File: config.mk
export PLATFORM = sky130hd
export DESIGN_NAME = tcw_ctrl
export DESIGN_NICKNAME = d
export VERILOG_FILES = /design/src/hw/rtl/tcw_pkg.sv /design/src/hw/rtl/tcw_ctrl.sv
export VERILOG_INCLUDE_DIRS = /design/src /design/src/hw/rtl
export SDC_FILE = /design/constraint.sdc
export NUM_CORES = 1
export LEC_CHECK = 0
export BUFFER_PORTS_ARGS = -buffer_cell sky130_fd_sc_hd__buf_2
export CORE_AREA = 2 2 39 41
export CTS_CLUSTER_SIZE = 30
export DETAILED_ROUTE_END_ITERATION = 10
export DIE_AREA = 0 0 41 43
export GPL_TIMING_DRIVEN = 0
export PLACE_DENSITY_LB_ADDON = 0.08
export SYNTH_ARGS = -nofsm -noshare
export SYNTH_HDL_FRONTEND = slang
export SYNTH_SLANG_ARGS = --single-unit
export TNS_END_PERCENT = 50
File: constraint.sdc
create_clock -name i_clk -period 1.6 [get_ports i_clk]
set_clock_uncertainty 0.15 [all_clocks]
set_input_delay 0.08 -clock i_clk [delete_from_list [all_inputs] [get_ports i_clk]]
set_output_delay 0.08 -clock i_clk [all_outputs]
set_load 0.05 [all_outputs]
File: src/hw/rtl/assert_macros.svh
// Assertion macros shared by the console RTL modules.
`ifndef ASSERT_MACROS_SVH
`define ASSERT_MACROS_SVH

// Check a property on every clock edge outside reset.
`define TCW_ASSERT(label, prop, msg) \
    label: assert property (@(posedge i_clk) disable iff (!i_rst_n) (prop)) else $error(msg);

// Check that a condition implies another in the same cycle.
`define TCW_ASSERT_SAME(label, pre, post, msg) \
    label: assert property (@(posedge i_clk) disable iff (!i_rst_n) (pre) |-> (post)) \
        else $error(msg);

// Check that a condition implies another in the next cycle.
`define TCW_ASSERT_NEXT(label, pre, post, msg) \
    label: assert property (@(posedge i_clk) disable iff (!i_rst_n) (pre) |=> (post)) \
        else $error(msg);

`endif

File: src/hw/rtl/tcw_pkg.sv
// Shared constants, codes and controller/datapath types of the text console.
package tcw_pkg;

    localparam int COLS      = 80;
    localparam int ROWS      = 25;
    localparam int TAB_WIDTH = 8;

    localparam int CELLS  = COLS * ROWS;
    localparam int ADDR_W = $clog2(CELLS);
    localparam int COL_W  = $clog2(COLS);
    localparam int ROW_W  = $clog2(ROWS);
    localparam int TAB_W  = $clog2(TAB_WIDTH + 1);

    // Port field widths.
    localparam int FUNC_FW = 2;
    localparam int CHAR_FW = 8;
    localparam int ROW_FW  = 5;
    localparam int COL_FW  = 7;

    localparam logic [CHAR_FW-1:0] CH_BLANK = 8'h20;
    localparam logic [CHAR_FW-1:0] CH_MARK  = 8'h5F;

    typedef enum logic [FUNC_FW-1:0] {
        FUNC_PUT     = 2'd0,
        FUNC_NEWLINE = 2'd1,
        FUNC_TAB     = 2'd2,
        FUNC_READ    = 2'd3
    } t_func;

    typedef enum logic [2:0] {
        ST_CLEAR,
        ST_IDLE,
        ST_PUT,
        ST_NEWLINE,
        ST_BLANK,
        ST_MARK,
        ST_READ,
        ST_DONE
    } t_state;

    typedef enum logic [2:0] {
        DP_NOP,
        DP_LOAD,
        DP_CLEAR,
        DP_PUT,
        DP_NEWLINE,
        DP_BLANK,
        DP_MARK,
        DP_READ
    } t_dp_op;

    typedef struct packed {
        t_dp_op op;
        logic   out_load;
    } t_dp_cmd;

    typedef struct packed {
        logic col_last;
        logic row_last;
        logic sweep_row_last;
        logic sweep_all_last;
        logic cnt_zero;
        logic out_busy;
    } t_dp_status;

endpackage

File: src/hw/rtl/tcw_ctrl.sv
// Console controller: state machine that sequences the datapath per item.
`include "assert_macros.svh"

module tcw_ctrl (
    input  logic                        i_clk,
    input  logic                        i_rst_n,
    input  logic                        i_valid,
    input  logic [tcw_pkg::FUNC_FW-1:0] i_func,
    output logic                        o_stall,
    output tcw_pkg::t_dp_cmd            o_cmd,
    input  tcw_pkg::t_dp_status         i_sts
);

    tcw_pkg::t_state r_state, n_state;

    always_ff @(posedge i_clk) begin
        if (!i_rst_n) begin
            r_state <= tcw_pkg::ST_CLEAR;
        end else begin
            r_state <= n_state;
        end
    end

    always_comb begin
        n_state        = r_state;
        o_cmd.op       = tcw_pkg::DP_NOP;
        o_cmd.out_load = 1'b0;
        case (r_state)
            tcw_pkg::ST_CLEAR: begin
                o_cmd.op = tcw_pkg::DP_CLEAR;
                if (i_sts.sweep_all_last) begin
                    n_state = tcw_pkg::ST_IDLE;
                end
            end
            tcw_pkg::ST_IDLE: begin
                if (i_valid) begin
                    o_cmd.op = tcw_pkg::DP_LOAD;
                    case (tcw_pkg::t_func'(i_func))
                        tcw_pkg::FUNC_NEWLINE: n_state = tcw_pkg::ST_NEWLINE;
                        tcw_pkg::FUNC_READ:    n_state = tcw_pkg::ST_READ;
                        default:               n_state = tcw_pkg::ST_PUT;
                    endcase
                end
            end
            tcw_pkg::ST_PUT: begin
                o_cmd.op = tcw_pkg::DP_PUT;
                n_state  = i_sts.col_last ? tcw_pkg::ST_NEWLINE : tcw_pkg::ST_MARK;
            end
            tcw_pkg::ST_NEWLINE: begin
                o_cmd.op = tcw_pkg::DP_NEWLINE;
                n_state  = i_sts.row_last ? tcw_pkg::ST_BLANK : tcw_pkg::ST_MARK;
            end
            tcw_pkg::ST_BLANK: begin
                o_cmd.op = tcw_pkg::DP_BLANK;
                if (i_sts.sweep_row_last) begin
                    n_state = tcw_pkg::ST_MARK;
                end
            end
            tcw_pkg::ST_MARK: begin
                // Loop back for the remaining spaces of a tab.
                o_cmd.op = tcw_pkg::DP_MARK;
                n_state  = i_sts.cnt_zero ? tcw_pkg::ST_DONE : tcw_pkg::ST_PUT;
            end
            tcw_pkg::ST_READ: begin
                o_cmd.op = tcw_pkg::DP_READ;
                n_state  = tcw_pkg::ST_DONE;
            end
            tcw_pkg::ST_DONE: begin
                if (!i_sts.out_busy) begin
                    o_cmd.out_load = 1'b1;
                    n_state        = tcw_pkg::ST_IDLE;
                end
            end
            default: begin
                n_state = tcw_pkg::ST_IDLE;
            end
        endcase
    end

    assign o_stall = (r_state != tcw_pkg::ST_IDLE);

    `TCW_ASSERT_NEXT(a_put_then, o_cmd.op == tcw_pkg::DP_PUT, (o_cmd.op == tcw_pkg::DP_MARK) || (o_cmd.op == tcw_pkg::DP_NEWLINE), "put not followed by mark or newline")
    `TCW_ASSERT_NEXT(a_load_busy, o_cmd.op == tcw_pkg::DP_LOAD, o_stall, "item loaded but input not held off")
    `TCW_ASSERT_SAME(a_load_only_done, o_cmd.out_load, (r_state == tcw_pkg::ST_DONE) && !i_sts.out_busy, "result loaded outside done state")

endmodule

==> results of run 1 <==
[logic make-up after synthesis]
logic type             Yosys count
AO/OA/AOI/OAI                   12
multiplexers                     3
buffers and inverters            6
XOR/XNOR                         2
flip-flops                       3
AND/OR/NAND/NOR                 19
[worst max-delay path by stage]
stage	from	end	depth (start not counted)
global route	r_state[2]$_SDFFE_PN0P_	o_cmd[2]	5
detailed placement	r_state[1]$_SDFFE_PN0P_	o_cmd[1]	4
global placement	r_state[1]$_SDFFE_PN0P_	o_cmd[1]	4
floorplan	r_state[0]$_SDFFE_PN0P_	o_cmd[3]	3
CTS	r_state[0]$_SDFFE_PN0P_	o_cmd[3]	4
finish	r_state[1]$_SDFFE_PN0P_	o_cmd[1]	4
[critical path: stages (launching register included)]
cell     delay, ps
dfxtp_1        330
buf_6          150
nor2_4         130
mux2i_2        230
buf_6          180
[cell usage after synthesis, drive strengths merged]
master,number
inv,3
a311oi,1
nand2,7
nor2,5
nor3,3
xnor2,2
or3,1
a21oi,2
dfxtp,3
o221ai,1
buf,3
o21ai,4
mux2i,3
nor2b,2
a31oi,3
and3,1
o2bb2ai,1
[layer usage]
metal	GRT usage [%]	part of all wire [%]	up-vias
li1	-	-	203
met1	18.8	47	153
met2	15.0	45	16
met3	6.28	7.2	0
met4	6.00	0	0
met5	0	0	-
[power by group]
| group | leakage [nW] | switching (W) | total, W | internal, W |
|---|---|---|---|---|
| sequential | 0.0252 | 0.00000945 | 0.0000912 | 0.0000818 |
| combinational | 0.173 | 0.000104 | 0.000175 | 0.0000715 |
| clock | 0.0150 | 0.0000391 | 0.000133 | 0.0000935 |
[cell type report]
cell class,instances,area share [%]
Multi-Input combinational cell,36,46.0
Timing Repair Buffer,18,22.9
Sequential cell,3,12.8
Buffer,3,6.78
Clock buffer,4,5.28
Tap cell,16,4.02
Inverter,3,2.26
[metrics by stage]
step           setup WS (ps)  utilization, %  setup TNS, ps  hold WS, ps
5_1_grt                -11.9            36.0          -11.9         29.3
4_1_cts                -7.10            33.5          -7.10         20.6
3_5_place_dp             129            30.2              0          196
3_3_place_gp             120            30.2              0          206
2_1_floorplan           -127               -           -152         61.5
6_report                 117            36.0              0         10.1
[timing repair]
| item | 4_1_cts | 5_1_grt |
|---|---|---|
| hold endpoints to repair | 3 | 0 |
| setup endpoints to repair | 3 | 4 |
| hold buffers | 1 | 0 |
| buffers inserted | 0 | 2 |
| resized for setup | 4 | 7 |
==> impl_metrics.env, run 1 <==
export IMPL_numClockSinks=3
export IMPL_synth_top_cell_by_area="dfxtp_1"
export IMPL_gr_total_overflow=0
export IMPL_fillCellCount=154
export IMPL_setup_viol=0
export IMPL_ant_nets=0
export IMPL_drive_above_1_share_pct=44.8
export IMPL_hold_start="i_sts[4]"
export IMPL_multiInputGateArea_um2=229
export IMPL_synth_seq_cells=3
export IMPL_syn_num_nets=56
export IMPL_antenna_found_initial=0
export IMPL_die_h_um=43
export IMPL_cts_root_buf="clkbuf_4"
export IMPL_yosys_area_share_simple_pct=27.5
export IMPL_finalHoldViolCount=0
export IMPL_synthAdderAreaFrac_pct=0
export IMPL_arrival_ps=1250
export IMPL_r2r_cells=6
export IMPL_largest_register="r_state"
export IMPL_outcome="finished, final reports clean"
export IMPL_rows=14
export IMPL_synth_top_family_by_area="simple AND/OR/NAND/NOR gates"
export IMPL_grt_max_degree=11
export IMPL_dpl_hpwl_um=680
export IMPL_synth_area_leaders="dfxtp_1 19%, mux2i_1 9.6%, nand2_1 8.4%"
export IMPL_power_leakage_nw=0.213
export IMPL_cts_buffers=3
export IMPL_vdd_ir_drop_max_mv=0.378
export IMPL_via_count=372
export IMPL_drt_initial_drc_count=6
export IMPL_grt_pass1_wl_um=1490
export IMPL_final_area_um2=498
export IMPL_reg_largest_list="r_state: 3 flops"
export IMPL_h_tree_depth=1
export IMPL_initial_core_util_pct=22.7
export IMPL_cap_violations=0
export IMPL_wl_um=864
export IMPL_syn_avg_cell_area_um2=6.98
export IMPL_worst_setup_path_type="reg -> out"
export IMPL_synth_compound_area_share_pct=25.1
export IMPL_critPathLaunchType="register"
export IMPL_antenna_cells=0
export IMPL_crit_required_ps=1370
export IMPL_r2r_slack_ps=230
export IMPL_holdPathEnd="r_state[0]$_SDFFE_PN0P_"
export IMPL_synth_cell_types=21
export IMPL_holdPathStages=4
export IMPL_clockBufferDepth=2
export IMPL_period_share_pct=92.7
export IMPL_gp_congestion=0.674
export IMPL_min_period_ps=1480
export IMPL_fin_nets=79
export IMPL_grtUsageTotal_pct=12.8
export IMPL_tightest_slew_ps=251
export IMPL_clkSlewWorstSetupHoldPaths_ps=40
export IMPL_final_cells=83
export IMPL_route_detailed_drc=0
export IMPL_grt_pass1_vias=352
export IMPL_areaGrowthSynthToFinish_pct=58.6
export IMPL_muxShareOfSynthArea_pct=9.56
export IMPL_r2r_end="r_state[2]$_SDFFE_PN0P_"
export IMPL_hp_class="in -> reg"
export IMPL_die_w_um=41
export IMPL_timing_fmax_mhz=674
export IMPL_final_common_cell="buf_2"
export IMPL_timing_rr_start="r_state[2]$_SDFFE_PN0P_"
export IMPL_cts_tree="done"
export IMPL_port_buffers=15
export IMPL_syn_inst=45
export IMPL_synth_seq_area_share_pct=19.1
export IMPL_yosysWarnings=0
export IMPL_ios=16
export IMPL_routed_via_density=4.48
export IMPL_place_area_um2=418
export IMPL_netlist_area_um2=314
export IMPL_synthXorXnorAreaFrac_pct=5.58
export IMPL_clock_latency_ps=230
export IMPL_dpl_cell_count=76
export IMPL_max_slew_margin_pct=83.4
export IMPL_synth_top_cell_area_share_pct=19.1
export IMPL_drt_first_pass_iters=4
export IMPL_largest_reg_flops=3
export IMPL_drv_slew=0
export IMPL_final_cell_mix="11 x buf_2, 7 x nand2_1, 5 x buf_4, 4 x buf_6, 4 x nor2_1"
export IMPL_cp_max_fo=10
export IMPL_core_area_mm2=0.00138
export IMPL_final_seq_area_um2=63.8
export IMPL_p_total_w=0.000399
export IMPL_end_kind="output port"
export IMPL_wl_per_cell_um=10.4
export IMPL_dieArea_mm2=0.00176
export IMPL_rsz0062_at_grt="yes"
export IMPL_powerDensity_mw_per_mm2=801
(Power assumes the default switching activity.)
==> run 2: changes to the inputs <==
--- a/config.mk
+++ b/config.mk
@@ -6,11 +6,12 @@
 export SDC_FILE = /design/constraint.sdc
 export NUM_CORES = 1
 export LEC_CHECK = 0
+export ABC_AREA = 1
 export BUFFER_PORTS_ARGS = -buffer_cell sky130_fd_sc_hd__buf_2
-export CORE_AREA = 2 2 39 41
+export CORE_AREA = 3 3 40 42
 export CTS_CLUSTER_SIZE = 30
 export DETAILED_ROUTE_END_ITERATION = 10
-export DIE_AREA = 0 0 41 43
+export DIE_AREA = 0 0 43 45
 export GPL_TIMING_DRIVEN = 0
 export PLACE_DENSITY_LB_ADDON = 0.08
 export SYNTH_ARGS = -nofsm -noshare
==> run 2 against run 1 <==
Fmax fell by 2.9%; clock power fell by 5%; worst hold slack improved by 24 ps; utilization rose by 4.5 points; cell count rose by 23%; area after synthesis rose by 22%; sequential share of layout area fell by 1.3 points; design area rose by 4.5%.
==> impl_metrics.env, run 2 <==
export IMPL_rsz0062_at_grt="no"
export IMPL_ant_nets=0
export IMPL_drt_initial_drc_count=7
export IMPL_drt_first_pass_iters=4
export IMPL_tightest_slew_ps=250
export IMPL_fin_nets=99
export IMPL_areaGrowthSynthToFinish_pct=36.4
export IMPL_final_seq_area_um2=60.1
export IMPL_syn_inst=67
export IMPL_synth_seq_area_share_pct=15.7
export IMPL_fillCellCount=147
export IMPL_vdd_ir_drop_max_mv=0.636
export IMPL_die_h_um=45
export IMPL_clkSlewWorstSetupHoldPaths_ps=30
export IMPL_setup_viol=0
export IMPL_route_detailed_drc=0
export IMPL_finalHoldViolCount=0
export IMPL_grt_max_degree=11
export IMPL_numClockSinks=3
export IMPL_syn_num_nets=78
export IMPL_dpl_hpwl_um=756
export IMPL_synth_edf_count=0
export IMPL_routed_via_density=4.45
export IMPL_period_share_pct=95.4
export IMPL_final_util_pct=40.5
export IMPL_core_area_mm2=0.00128
export IMPL_hp_class="in -> reg"
export IMPL_synth_seq_cells=3
export IMPL_clock_latency_ps=220
export IMPL_cap_violations=0
export IMPL_via_count=454
export IMPL_worst_setup_path_type="reg -> out"
export IMPL_reg_largest_list="r_state: 3 flops"
export IMPL_grt_pass1_wl_um=1470
export IMPL_critPathLaunchType="register"
export IMPL_min_period_ps=1530
export IMPL_cts_tree="done"
export IMPL_initial_core_util_pct=29.7
export IMPL_dpl_worst_slack_ps=264
export IMPL_port_buffers=15
export IMPL_grt_pass1_vias=368
export IMPL_ys_top_cells_by_count="15 x nand2_1, 11 x nor2_1, 10 x inv_1"
export IMPL_gr_total_overflow=0
export IMPL_antenna_found_initial=0
export IMPL_netlist_area_um2=382
export IMPL_crit_required_ps=1370
export IMPL_timing_fmax_mhz=655
export IMPL_synth_area_leaders="dfxtp_1 16%, nand2_1 15%, nor2_1 11%"
export IMPL_die_w_um=43
export IMPL_drv_slew=0
export IMPL_gp_congestion=0.768
export IMPL_final_area_um2=520
export IMPL_final_cell_mix="15 x buf_2, 15 x nand2_1, 11 x nor2_1, 10 x inv_1, 7 x nand3_1"
export IMPL_place_area_um2=482
export IMPL_powerDensity_mw_per_mm2=2070
export IMPL_yosysWarnings=0
export IMPL_syn_avg_cell_area_um2=5.70
export IMPL_drive_above_1_share_pct=33.3
export IMPL_cp_max_fo=9
export IMPL_outcome="finished, final reports clean"
export IMPL_setup_tns_ps=0
export IMPL_multiInputGateArea_um2=256
export IMPL_largest_reg_flops=3
export IMPL_wl_per_cell_um=8.84
export IMPL_antenna_cells=0
export IMPL_arrival_ps=1300
export IMPL_timing_final_ws_setup_ps=73.5
export IMPL_synth_cell_types=16
export IMPL_synth_top_cell_area_share_pct=15.7
export IMPL_end_kind="output port"
export IMPL_ys_async_sr_fraction_pct=0
export IMPL_rows=13
export IMPL_clockBufferDepth=2
export IMPL_cts_buffers=3
export IMPL_ios=16
export IMPL_dieArea_mm2=0.00194
export IMPL_largest_register="r_state"
export IMPL_cts_root_buf="clkbuf_4"
export IMPL_h_tree_depth=1
export IMPL_grtUsageTotal_pct=9.56
export IMPL_wl_um=902
export IMPL_power_leakage_nw=0.291
export IMPL_synth_main_ff_cell="dfxtp_1"
export IMPL_max_slew_margin_pct=83.5
export IMPL_synth_top_cell_by_area="dfxtp_1"
export IMPL_synth_most_common_cell="nand2_1"
[run 2: cell families (layout without fill, tap and decap cells)]
family                 Yosys count  in the layout  share of synthesized area (%)
AOI/OAI and AO/OA                8              8                           11.5
DFF                              3              3                           15.7
buffers and inverters           14             34                           18.7
and+or+nand+nor                 42             42                           54.1
[run 2: final timing paths]
check	startpoint	to	slack [ps]	cells after the start
min reg2reg	r_state[0]$_SDFFE_PN0P_	r_state[1]$_SDFFE_PN0P_	490	4
max reg2reg	r_state[2]$_SDFFE_PN0P_	r_state[2]$_SDFFE_PN0P_	310	5
max	r_state[1]$_SDFFE_PN0P_	o_cmd[3]	70	5
min	i_sts[0]	r_state[1]$_SDFFE_PN0P_	30	3
[run 2: area by class of cell]
cell class                 count  share of cell area, %
buffer                         3                   5.29
clock buffer                   4                   5.05
inverter                      11                   8.41
multi-input combinational     50                   49.3
sequential                     3                   11.5
tap                           15                   3.61
timing repair buffer          16                   16.8
[run 2: repair_timing]
action                                  in CTS  in global routing
endpoints found under the setup margin       0                  2
buffers inserted                             0                  0
gates resized for setup                      0                  2
endpoints found under the hold margin        2                  0
hold buffers                                 1                  0
[run 2: worst max-delay path, stage by stage, from the launching register on]
cell and delay (ps):
dfxtp_1 300, buf_6 140, nor2_1 190, o21ai_1 120
nand3_1 70, buf_2 260
[run 2: metal layers]
layer,part of all wire (%),vias to the layer above,track usage [%]
met5,0,-,0
li1,-,253,-
met4,0,0,3.61
met3,5.4,0,0.398
met2,45,13,15.6
met1,49,188,13.4
[run 2: power by group]
part | total, W | switching [W] | internal [W]
sequential | 0.000126 | 0.0000209 | 0.000105
clock | 0.000126 | 0.0000332 | 0.0000931
combinational | 0.000824 | 0.000571 | 0.000253
total | 0.00108 | 0.000625 | 0.000451
[run 2: per-stage QoR]
step | total power [W] | std cells | hold slack, ps
2_1_floorplan | 0.000795 | 67 | 81.3
3_3_place_gp | 0.000951 | 97 | 202
3_5_place_dp | 0.000943 | 97 | 202
4_1_cts | 0.00108 | 102 | 30.9
5_1_grt | 0.00117 | 102 | 56.6
6_report | 0.00108 | 102 | 34.6
